===== src/rhfm_pkg.sv =====
// rhfm_pkg: constants, codes and helpers for the clock health and failover monitor
// no dependencies; imported by the divider, the top level and the bench

package rhfm_pkg;

  localparam int unsigned WORD_W        = 32;
  localparam int unsigned RATE_W        = 10;
  localparam int unsigned MS_PER_SEC    = 1000;
  localparam int unsigned FROZEN_MS     = 1200;
  localparam int unsigned RETRY_SPACING = 5;
  localparam int unsigned FAILED_FACTOR = 300;

  // divisor is 5*rate (at most 5115)
  localparam int unsigned DIVR_W   = 13;
  localparam int unsigned DIV_CNT_W = $clog2(WORD_W);
  // rate*300 is at most 306900
  localparam int unsigned FAIL_LIM_W = 19;

  // x/1000 == (x * ceil(2^38/1000)) >> 38 for every 32-bit x
  localparam int unsigned      DIV1000_MAGIC_W = 29;
  localparam logic [28:0]      DIV1000_MAGIC   = 29'd274877907;
  localparam int unsigned      DIV1000_SHIFT   = 38;
  localparam int unsigned      MUL_W           = WORD_W + DIV1000_MAGIC_W;

  localparam int unsigned CFG_IDX_W  = 2;
  localparam int unsigned CFG_DATA_W = 32;

  typedef enum logic [CFG_IDX_W-1:0] {
    REG_PRESENT    = 2'd0,
    REG_POLL_RATE  = 2'd1,
    REG_LOST_POWER = 2'd2,
    REG_START_BASE = 2'd3
  } cfg_reg_t;

  typedef enum logic [1:0] {
    STATUS_OK     = 2'd0,
    STATUS_WARN   = 2'd1,
    STATUS_FAILED = 2'd2
  } status_t;

  typedef struct packed {
    logic busy;
    logic done;
  } div_stat_t;

  localparam logic [WORD_W-1:0] WORD_MAX = '1;

  function automatic logic [WORD_W-1:0] sat_inc(input logic [WORD_W-1:0] v);
    sat_inc = (v == WORD_MAX) ? v : v + WORD_W'(1);
  endfunction

endpackage


===== src/rhfm_if.sv =====
// rhfm_poll_if / rhfm_result_if: valid/ready channels of the monitor
// no dependencies; status is carried as a plain 2-bit field

interface rhfm_poll_if;
  logic        valid;
  logic        ready;
  logic [31:0] tick_ms;
  logic        restart_ok;
  logic        read_valid;
  logic [31:0] read_seconds;

  modport source (output valid, tick_ms, restart_ok, read_valid, read_seconds,
                  input ready);
  modport sink   (input valid, tick_ms, restart_ok, read_valid, read_seconds,
                  output ready);
endinterface

interface rhfm_result_if;
  logic        valid;
  logic        ready;
  logic [31:0] time_seconds;
  logic        restart_tried;
  logic [1:0]  status;

  modport source (output valid, time_seconds, restart_tried, status, input ready);
  modport sink   (input valid, time_seconds, restart_tried, status, output ready);
endinterface


===== src/rhfm_div.sv =====
// rhfm_div: restoring divider giving the remainder, one quotient bit per cycle
// depends on rhfm_pkg

module rhfm_div (
  input  logic                          clk,
  input  logic                          rst,
  input  logic                          start,
  input  logic [rhfm_pkg::WORD_W-1:0]   dividend,
  input  logic [rhfm_pkg::DIVR_W-1:0]   divisor,
  output rhfm_pkg::div_stat_t           stat,
  output logic [rhfm_pkg::DIVR_W-1:0]   remainder
);
  import rhfm_pkg::*;

  logic                 busy;
  logic                 done;
  logic [DIV_CNT_W-1:0] cnt;
  logic [WORD_W-1:0]    acc;
  logic [DIVR_W-1:0]    rem;
  logic [DIVR_W-1:0]    dvr;
  logic [DIVR_W:0]      trial;
  logic                 qbit;

  // shift in next dividend bit, try to subtract
  always_comb begin
    trial = {rem, acc[WORD_W-1]} - {1'b0, dvr};
    qbit  = ~trial[DIVR_W];
  end

  always_ff @(posedge clk) begin
    if (rst) begin
      busy <= 1'b0;
      done <= 1'b0;
      cnt  <= '0;
    end else begin
      done <= 1'b0;
      if (start) begin
        busy <= 1'b1;
        cnt  <= '0;
        acc  <= dividend;
        rem  <= '0;
        dvr  <= divisor;
      end else if (busy) begin
        acc <= {acc[WORD_W-2:0], qbit};
        rem <= qbit ? trial[DIVR_W-1:0] : {rem[DIVR_W-2:0], acc[WORD_W-1]};
        cnt <= cnt + DIV_CNT_W'(1);
        if (cnt == DIV_CNT_W'(WORD_W - 1)) begin
          busy <= 1'b0;
          done <= 1'b1;
        end
      end
    end
  end

  assign stat.busy = busy;
  assign stat.done = done;
  assign remainder = rem;

endmodule


===== src/rtc_health_failover_monitor.sv =====
// rtc_health_failover_monitor: top level of the clock health and failover monitor
// depends on rhfm_pkg, rhfm_if.sv (channel interfaces) and rhfm_div (remainder divider)
//
//   channel  | dir | handshake    | payload
//   ---------+-----+--------------+--------------------------------------------
//   poll     | in  | valid/ready  | tick_ms, restart_ok, read_valid, read_seconds
//   result   | out | valid/ready  | time_seconds, restart_tried, status
//   cfg      | in  | cfg_we only  | cfg_idx, cfg_data (write only, no wait)
//
// a poll is taken in S_IDLE, tick_ms/1000 is formed by reciprocal multiply in S_DIV,
// and S_FIN commits it; the commit loads the result register and frees the input
// while the retry spacing is checked (present, failing, nonzero rate) a bit-serial pass
// in rhfm_div for restart_fail_count mod 5*poll_rate runs first, in S_MOD, before S_DIV
// a new request is taken while the previous result still waits; it is then
// held before commit until the result register is free
// rst is synchronous and active high, and loads the register reset values

module rtc_health_failover_monitor (
  input  logic                            clk,
  input  logic                            rst,
  rhfm_poll_if.sink                       poll,
  rhfm_result_if.source                   result,
  input  logic                            cfg_we,
  input  logic [rhfm_pkg::CFG_IDX_W-1:0]  cfg_idx,
  input  logic [rhfm_pkg::CFG_DATA_W-1:0] cfg_data
);
  import rhfm_pkg::*;

  typedef enum logic [1:0] {
    S_IDLE,
    S_MOD,
    S_DIV,
    S_FIN
  } state_t;

  state_t state;

  // configuration
  logic              present;
  logic [RATE_W-1:0] rate;
  logic              lost_power;

  // monitor state
  logic [WORD_W-1:0] current_time;
  logic [WORD_W-1:0] fallback_base;
  logic [WORD_W-1:0] last_read;
  logic [WORD_W-1:0] last_read_tick;
  logic [WORD_W-1:0] last_tick_sec;   // last_read_tick / 1000, kept alongside
  logic [WORD_W-1:0] invalid_count;
  logic [WORD_W-1:0] restart_fail_count;
  logic              frozen_flag;

  // latched request and per-poll results
  logic [WORD_W-1:0] tick_q;
  logic              rok_q;
  logic              valid_q;
  logic [WORD_W-1:0] secs_q;
  logic              attempt;
  logic [WORD_W-1:0] tick_sec;

  // divider hookup
  logic              div_start;
  logic [WORD_W-1:0] div_a;
  logic [DIVR_W-1:0] div_b;
  div_stat_t         div_st;
  logic [DIVR_W-1:0] div_r;

  // tick_ms / 1000 as a reciprocal multiply
  logic [MUL_W-1:0]  tick_prod;

  // output register
  logic out_valid;
  logic tried_q;

  rhfm_div u_div (
    .clk       (clk),
    .rst       (rst),
    .start     (div_start),
    .dividend  (div_a),
    .divisor   (div_b),
    .stat      (div_st),
    .remainder (div_r)
  );

  // derived config values and control terms
  logic [DIVR_W-1:0]     spacing;
  logic [FAIL_LIM_W-1:0] fail_lim;
  logic                  failing;
  logic                  accept;
  logic                  need_mod;
  logic                  commit;

  assign spacing   = ({3'b0, rate} << 2) + {3'b0, rate};
  assign fail_lim  = {9'b0, rate} * FAIL_LIM_W'(FAILED_FACTOR);
  assign failing   = invalid_count > {22'b0, rate};
  assign accept    = poll.valid && poll.ready;
  assign need_mod  = accept && present && failing && (spacing != '0);
  assign commit    = (state == S_FIN) && (!out_valid || result.ready);
  assign tick_prod = MUL_W'(tick_q) * MUL_W'(DIV1000_MAGIC);

  // next state of the monitor for the latched poll
  logic [WORD_W-1:0] fb_time;
  logic [WORD_W-1:0] elapsed;
  logic [WORD_W-1:0] base_e;
  logic [WORD_W-1:0] inv_e;
  logic              go;
  logic [WORD_W-1:0] ct_n;
  logic [WORD_W-1:0] base_n;
  logic [WORD_W-1:0] lr_n;
  logic [WORD_W-1:0] lrt_n;
  logic [WORD_W-1:0] lts_n;
  logic [WORD_W-1:0] inv_n;
  logic [WORD_W-1:0] rfc_n;
  logic              frz_n;
  logic              tried_n;

  always_comb begin
    fb_time = fallback_base + tick_sec;
    elapsed = tick_q - last_read_tick;
    base_e  = frozen_flag ? fallback_base : current_time - last_tick_sec;
    inv_e   = invalid_count;
    go      = 1'b0;
    ct_n    = current_time;
    base_n  = fallback_base;
    lr_n    = last_read;
    lrt_n   = last_read_tick;
    lts_n   = last_tick_sec;
    inv_n   = invalid_count;
    rfc_n   = restart_fail_count;
    frz_n   = frozen_flag;
    tried_n = 1'b0;

    if (!present) begin
      // no external clock: always the fallback time
      ct_n = fb_time;
    end else begin
      go = 1'b1;
      if (failing) begin
        if (!attempt) begin
          // between restart attempts
          rfc_n = sat_inc(restart_fail_count);
          ct_n  = fb_time;
          go    = 1'b0;
        end else if (!rok_q) begin
          // attempt made and failed
          rfc_n   = sat_inc(restart_fail_count);
          ct_n    = fb_time;
          tried_n = 1'b1;
          go      = 1'b0;
        end else begin
          // restart worked, read handled as usual
          rfc_n   = '0;
          inv_e   = '0;
          inv_n   = '0;
          tried_n = 1'b1;
        end
      end
      if (go) begin
        if (!valid_q) begin
          inv_n = sat_inc(inv_e);
          ct_n  = fb_time;
        end else if (secs_q == last_read) begin
          // repeated value: frozen once it has stood too long
          if (elapsed > WORD_W'(FROZEN_MS)) begin
            frz_n  = 1'b1;
            base_n = base_e;
            inv_n  = sat_inc(inv_e);
            ct_n   = base_e + tick_sec;
          end
        end else begin
          // fresh read
          ct_n  = secs_q;
          lr_n  = secs_q;
          lrt_n = tick_q;
          lts_n = tick_sec;
          frz_n = 1'b0;
          inv_n = '0;
        end
      end
    end
  end

  // sequencer, state and output register
  always_ff @(posedge clk) begin
    if (rst) begin
      state              <= S_IDLE;
      div_start          <= 1'b0;
      out_valid          <= 1'b0;
      tried_q            <= 1'b0;
      present            <= 1'b1;
      rate               <= RATE_W'(10);
      lost_power         <= 1'b0;
      current_time       <= '0;
      fallback_base      <= '0;
      last_read          <= '0;
      last_read_tick     <= '0;
      last_tick_sec      <= '0;
      invalid_count      <= '0;
      restart_fail_count <= '0;
      frozen_flag        <= 1'b0;
    end else begin
      // divider only runs for the spacing check
      div_start <= need_mod;

      if (cfg_we) begin
        unique case (cfg_reg_t'(cfg_idx))
          REG_PRESENT:    present    <= cfg_data[0];
          REG_POLL_RATE:  rate       <= cfg_data[RATE_W-1:0];
          REG_LOST_POWER: lost_power <= cfg_data[0];
          REG_START_BASE: fallback_base <= cfg_data[WORD_W-1:0];
          default: ;
        endcase
      end

      // a commit refills the result register, else a delivery empties it
      if (commit) begin
        out_valid <= 1'b1;
      end else if (out_valid && result.ready) begin
        out_valid <= 1'b0;
      end

      unique case (state)
        S_IDLE: begin
          if (accept) begin
            tick_q    <= poll.tick_ms;
            rok_q     <= poll.restart_ok;
            valid_q   <= poll.read_valid;
            secs_q    <= poll.read_seconds;
            attempt   <= 1'b1;
            if (need_mod) begin
              // spacing check first
              div_a <= restart_fail_count;
              div_b <= spacing;
              state <= S_MOD;
            end else begin
              state <= S_DIV;
            end
          end
        end
        S_MOD: begin
          if (div_st.done) begin
            attempt <= (div_r == '0);
            state   <= S_DIV;
          end
        end
        S_DIV: begin
          tick_sec <= WORD_W'(tick_prod >> DIV1000_SHIFT);
          state    <= S_FIN;
        end
        S_FIN: begin
          if (commit) begin
            current_time       <= ct_n;
            fallback_base      <= base_n;
            last_read          <= lr_n;
            last_read_tick     <= lrt_n;
            last_tick_sec      <= lts_n;
            invalid_count      <= inv_n;
            restart_fail_count <= rfc_n;
            frozen_flag        <= frz_n;
            tried_q            <= tried_n;
            state              <= S_IDLE;
          end
        end
        default: state <= S_IDLE;
      endcase
    end
  end

  // status from the post-poll state; monitor state only changes at a commit, after delivery
  status_t status_c;

  always_comb begin
    priority if (!present || (restart_fail_count > {13'b0, fail_lim})) begin
      status_c = STATUS_FAILED;
    end else if (lost_power || failing) begin
      status_c = STATUS_WARN;
    end else begin
      status_c = STATUS_OK;
    end
  end

  assign poll.ready           = (state == S_IDLE);
  assign result.valid         = out_valid;
  assign result.time_seconds  = current_time;
  assign result.restart_tried = tried_q;
  assign result.status        = status_c;

  // a taken request keeps the block busy for at least the next cycle
  a_busy_after_accept: assert property (@(posedge clk) disable iff (rst)
    accept |=> !poll.ready)
    else $error("request accepted but block still ready");

  // the divider is never restarted mid-pass
  a_div_no_overlap: assert property (@(posedge clk) disable iff (rst)
    div_start |-> !div_st.busy)
    else $error("divider started while busy");

  // a new result only appears from a commit
  a_result_from_commit: assert property (@(posedge clk) disable iff (rst)
    $rose(out_valid) |-> $past(state == S_FIN))
    else $error("result raised outside commit");

  // counters saturate instead of wrapping
  a_rfc_saturates: assert property (@(posedge clk) disable iff (rst)
    (restart_fail_count == WORD_MAX) |=>
      (restart_fail_count == WORD_MAX) || (restart_fail_count == '0))
    else $error("restart failure count wrapped");

  a_inv_saturates: assert property (@(posedge clk) disable iff (rst)
    (invalid_count == WORD_MAX) |=>
      (invalid_count == WORD_MAX) || (invalid_count == '0))
    else $error("invalid count wrapped");

endmodule


===== src/flat_wrapper.sv =====
// flat-port wrapper written by rule: the top's interface ports become plain ports
module rtc_health_failover_monitor_flat import rhfm_pkg::*;
  (clk, rst, cfg_we, cfg_idx, cfg_data, poll_valid, poll_tick_ms, poll_restart_ok, poll_read_valid, poll_read_seconds, poll_ready, result_valid, result_time_seconds, result_restart_tried, result_status, result_ready);
  rhfm_poll_if poll_i ();
  rhfm_result_if result_i ();
  input  logic clk;
  input  logic rst;
  input  logic cfg_we;
  input  logic [rhfm_pkg::CFG_IDX_W-1:0] cfg_idx;
  input  logic [rhfm_pkg::CFG_DATA_W-1:0] cfg_data;
  input wire logic [$bits(poll_i.valid)-1:0] poll_valid;
  input wire logic [$bits(poll_i.tick_ms)-1:0] poll_tick_ms;
  input wire logic [$bits(poll_i.restart_ok)-1:0] poll_restart_ok;
  input wire logic [$bits(poll_i.read_valid)-1:0] poll_read_valid;
  input wire logic [$bits(poll_i.read_seconds)-1:0] poll_read_seconds;
  output wire logic [$bits(poll_i.ready)-1:0] poll_ready;
  output wire logic [$bits(result_i.valid)-1:0] result_valid;
  output wire logic [$bits(result_i.time_seconds)-1:0] result_time_seconds;
  output wire logic [$bits(result_i.restart_tried)-1:0] result_restart_tried;
  output wire logic [$bits(result_i.status)-1:0] result_status;
  input wire logic [$bits(result_i.ready)-1:0] result_ready;
  assign poll_i.valid = poll_valid;
  assign poll_i.tick_ms = poll_tick_ms;
  assign poll_i.restart_ok = poll_restart_ok;
  assign poll_i.read_valid = poll_read_valid;
  assign poll_i.read_seconds = poll_read_seconds;
  assign poll_ready = poll_i.ready;
  assign result_valid = result_i.valid;
  assign result_time_seconds = result_i.time_seconds;
  assign result_restart_tried = result_i.restart_tried;
  assign result_status = result_i.status;
  assign result_i.ready = result_ready;
  rtc_health_failover_monitor u_core (.clk(clk), .rst(rst), .poll(poll_i), .result(result_i), .cfg_we(cfg_we), .cfg_idx(cfg_idx), .cfg_data(cfg_data));
endmodule

===== config.mk =====
export PLATFORM = sky130hd
export DESIGN_NAME = rtc_health_failover_monitor_flat
export DESIGN_NICKNAME = d
export VERILOG_FILES = /design/src/rhfm_pkg.sv /design/src/rhfm_if.sv /design/src/rhfm_div.sv /design/src/rtc_health_failover_monitor.sv /design/src/flat_wrapper.sv
export SDC_FILE = /design/constraint.sdc
export NUM_CORES = 2
export LEC_CHECK = 0
export BUFFER_PORTS_ARGS = -buffer_cell sky130_fd_sc_hd__buf_2
export CAP_MARGIN = 10
export CORE_MARGIN = 8
export CORE_UTILIZATION = 52
export DETAILED_ROUTE_END_ITERATION = 6
export PLACE_DENSITY = 0.69
export SYNTH_ARGS = -nofsm -noshare
export SYNTH_HDL_FRONTEND = slang
export SYNTH_SLANG_ARGS = --single-unit

===== constraint.sdc =====
create_clock -name clk -period 8.7 [get_ports clk]
set_input_delay 0.87 -clock clk [delete_from_list [all_inputs] [get_ports clk]]
set_output_delay 0.87 -clock clk [all_outputs]
set_load 0.01 [all_outputs]

==> summary.txt <==
Slew Limit Fails: 0
Number of flops mapped to enable cells by yosys: 193
Net Count, Synth: 5340
Final Setup Violations: 0
Reg2Reg Depth: 27
Worst setup path end: u_core.tick_sec[21]
Multi-input logic area: 0.0267 mm^2
Row Count: 102
TNS Setup: 0 ps
Reg clk slew, reported paths: 60 ps
H-tree Lvls: 2
CTS Root Cell: clkbuf_16
R2R Setup Slk: 810 ps
FF-to-FF Start: u_core.tick_q[5]
Status: finished clean
Startpoint Class: flip-flop
Most common cell after layout, fill and taps aside: inv_1
Worst slew pin tran: 1180 ps
RSZ-0062 raised after global routing: no
Layout filler cell count: 6798
First-pass GRT wire length: 174000 um
GRT Overall Usage: 0.252
Yosys reg bits: 433
Syn Std Cell Area: 0.0404 mm^2
Most frequent cells in the layout: 687 x inv_1, 581 x ha_1, 412 x nand2_1, 316 x fa_1, 279 x a21oi_1
Synth Area per Inst: 9.30 um^2
Post-CTS Setup Bufs: 0
Yosys warnings: 0
Placer congestion estimate: 0.950
Nets: 5449
Crit path required time: 9070 ps
ANT nets after route: 0
Initial DRC count: 2234
Num CTS Buffers: 51
Achievable clock frequency: 127 MHz
Bufs on Longest Clock Path: 3
Main synth FF type: dfxtp_1
Clock Skew: 50.7 ps
CP max FO: 12
Die ar.: 0.0868 mm^2
Period utilization: 0.907
Initial antenna violation count: 1
WP data arrival: 8250 ps
Num ports: 142
Final min period: 7890 ps
Vias: 31400
CTS Hold Buffers Added: 0
Die W: 295 um
Hold Violations, Final: 0
Area delta synth->final: 9.02%
Port Buffer Count: 141
Cells after Synth: 4338
DRC violations left: 0
CTS tree: yes
Cell variety after synth: 96
DR vias/cell: 5.68
Setup crit start: u_core.tick_q[5]
Length of the first detailed-routing pass in iterations: 5
CP Class: flip-flop to flip-flop
Diode count: 0
Wirelength, routed: 111000 um
Register area: 0.0106 mm^2
CP endpoint kind: flip-flop
Initial core utilization: 0.523
Slew Limit Headroom: 0.209
PostCTS Resize Cnt: 0
Core ar.: 0.0772 mm^2
Seq/Total Area, Yosys: 0.263
Clk_lat worst skew: 620 ps
Vias in the first global route: 31400
DP HPWL: 86900 um
Congestion Overflow GR: 0
Post-synth ARST share: 0
Largest net degree at the start of global routing: 79
Min-Delay Path Class: flip-flop to flip-flop
Fraction of layout cells with a size suffix above 1: 0.0813
Max cap viols: 0
Worst reg2reg endpoint: u_core.tick_sec[21]
Chip height: 295 um
Drt wl/cell: 20.0 um
Sink Count: 433
[layout make-up]
type,count,area share
timing repair buffer,183,0.0233
tap,1040,0.0296
clock inverter,29,0.00628
clock buffer,67,0.0336
sequential,433,0.241
inverter,688,0.0587
multi-input combinational,3090,0.608
[worst min-delay path by stage]
stage	startpoint	to	slack [ps]	cells after the start
after floorplan	u_core.div_b[0]	u_core.u_div.dvr[0]	400	0
after global placement	u_core.div_b[11]	u_core.u_div.dvr[11]	400	0
after detailed placement	u_core.div_b[12]	u_core.u_div.dvr[12]	410	0
after CTS	poll_read_seconds[16]	u_core.secs_q[16]	400	1
after global routing	poll_read_seconds[17]	u_core.secs_q[17]	400	1
final	u_core.div_b[5]	u_core.u_div.dvr[5]	420	0
[cells in the mapped netlist (all sizes together), types with 29 or more instances]
library cell,instances,area share
a211oi,45,0.0085
a21oi,282,0.035
nor2,254,0.024
xnor2,117,0.025
or3,29,0.0045
a221oi,34,0.0074
a21o,72,0.013
nand3,60,0.0077
and2,38,0.0059
o21a,42,0.0078
clkbuf,92,0.0086
dfxtp,240,0.12
mux2,37,0.010
fa,316,0.16
nand2,413,0.038
buf,35,0.0042
inv,687,0.064
mux2i,45,0.011
nor2b,35,0.0054
xor2,75,0.016
o21ai,157,0.020
and3,33,0.0051
nand4,49,0.0076
nor3,51,0.0066
ha,581,0.18
edfxtp,193,0.14
[state kept, by name, indices dropped and copies added (netlist names), 2 cells and up]
signal,count
u_core.u_div.remainder,13
u_core.invalid_count,32
u_core.div_a,32
u_core.tick_sec,23
u_core.fallback_base,32
u_core.last_read_tick,32
u_core.state,2
u_core.restart_fail_count,32
u_core.tick_q,32
u_core.rate,10
u_core.last_read,32
u_core.u_div.acc,32
u_core.u_div.cnt,5
u_core.last_tick_sec,23
u_core.secs_q,32
u_core.div_b,13
u_core.result.time_seconds,32
u_core.u_div.dvr,13
[worst max-delay path, stage by stage (launching register included)]
cell	delay, ps
edfxtp_1	640
ha_1	330
fa_1	430
fa_1	540
inv_1	60
fa_1	530
inv_1	50
fa_1	490
inv_1	50
fa_1	480
inv_1	60
fa_1	540
inv_1	60
fa_1	530
inv_1	40
ha_1	280
nand4_1	100
nor2_1	110
o211ai_1	100
o211ai_1	540
nand4_1	280
a211oi_1	370
o2111ai_1	230
a21oi_1	200
o31ai_1	100
o21ai_0	260
a21oi_1	150
xnor2_1	140
[kinds of logic after synthesis]
family | Yosys count | synth area share
xor gates and xnor gates | 192 | 0.0417
DFF | 433 | 0.263
AOI/OAI and AO/OA | 832 | 0.133
muxes | 82 | 0.0215
adders and majority gates | 897 | 0.337
and+or+nand+nor | 1087 | 0.127
buffers and inverters | 815 | 0.0767
[metrics by stage]
stage	area, um^2	util	cells	setup WS (ps)	hold WS (ps)
3_3_place_gp	42200	0.547	5434	872	401
5_1_grt	44000	0.570	5530	350	403
3_5_place_dp	42200	0.547	5434	725	405
2_1_floorplan	40400	-	4338	1720	400
6_report	44000	0.570	5530	811	421
4_1_cts	44000	0.570	5530	762	396
[metal layers]
metal,track usage,vias up,wire [um]
met5,0,-,13
met4,0.0857,2,3840
met3,0.0336,191,7080
met2,0.419,972,51600
met1,0.339,15200,48000
li1,-,15000,-
Power is not shown: default switching activity piles up to over one toggle a cycle in this logic, so the estimate is an artifact.
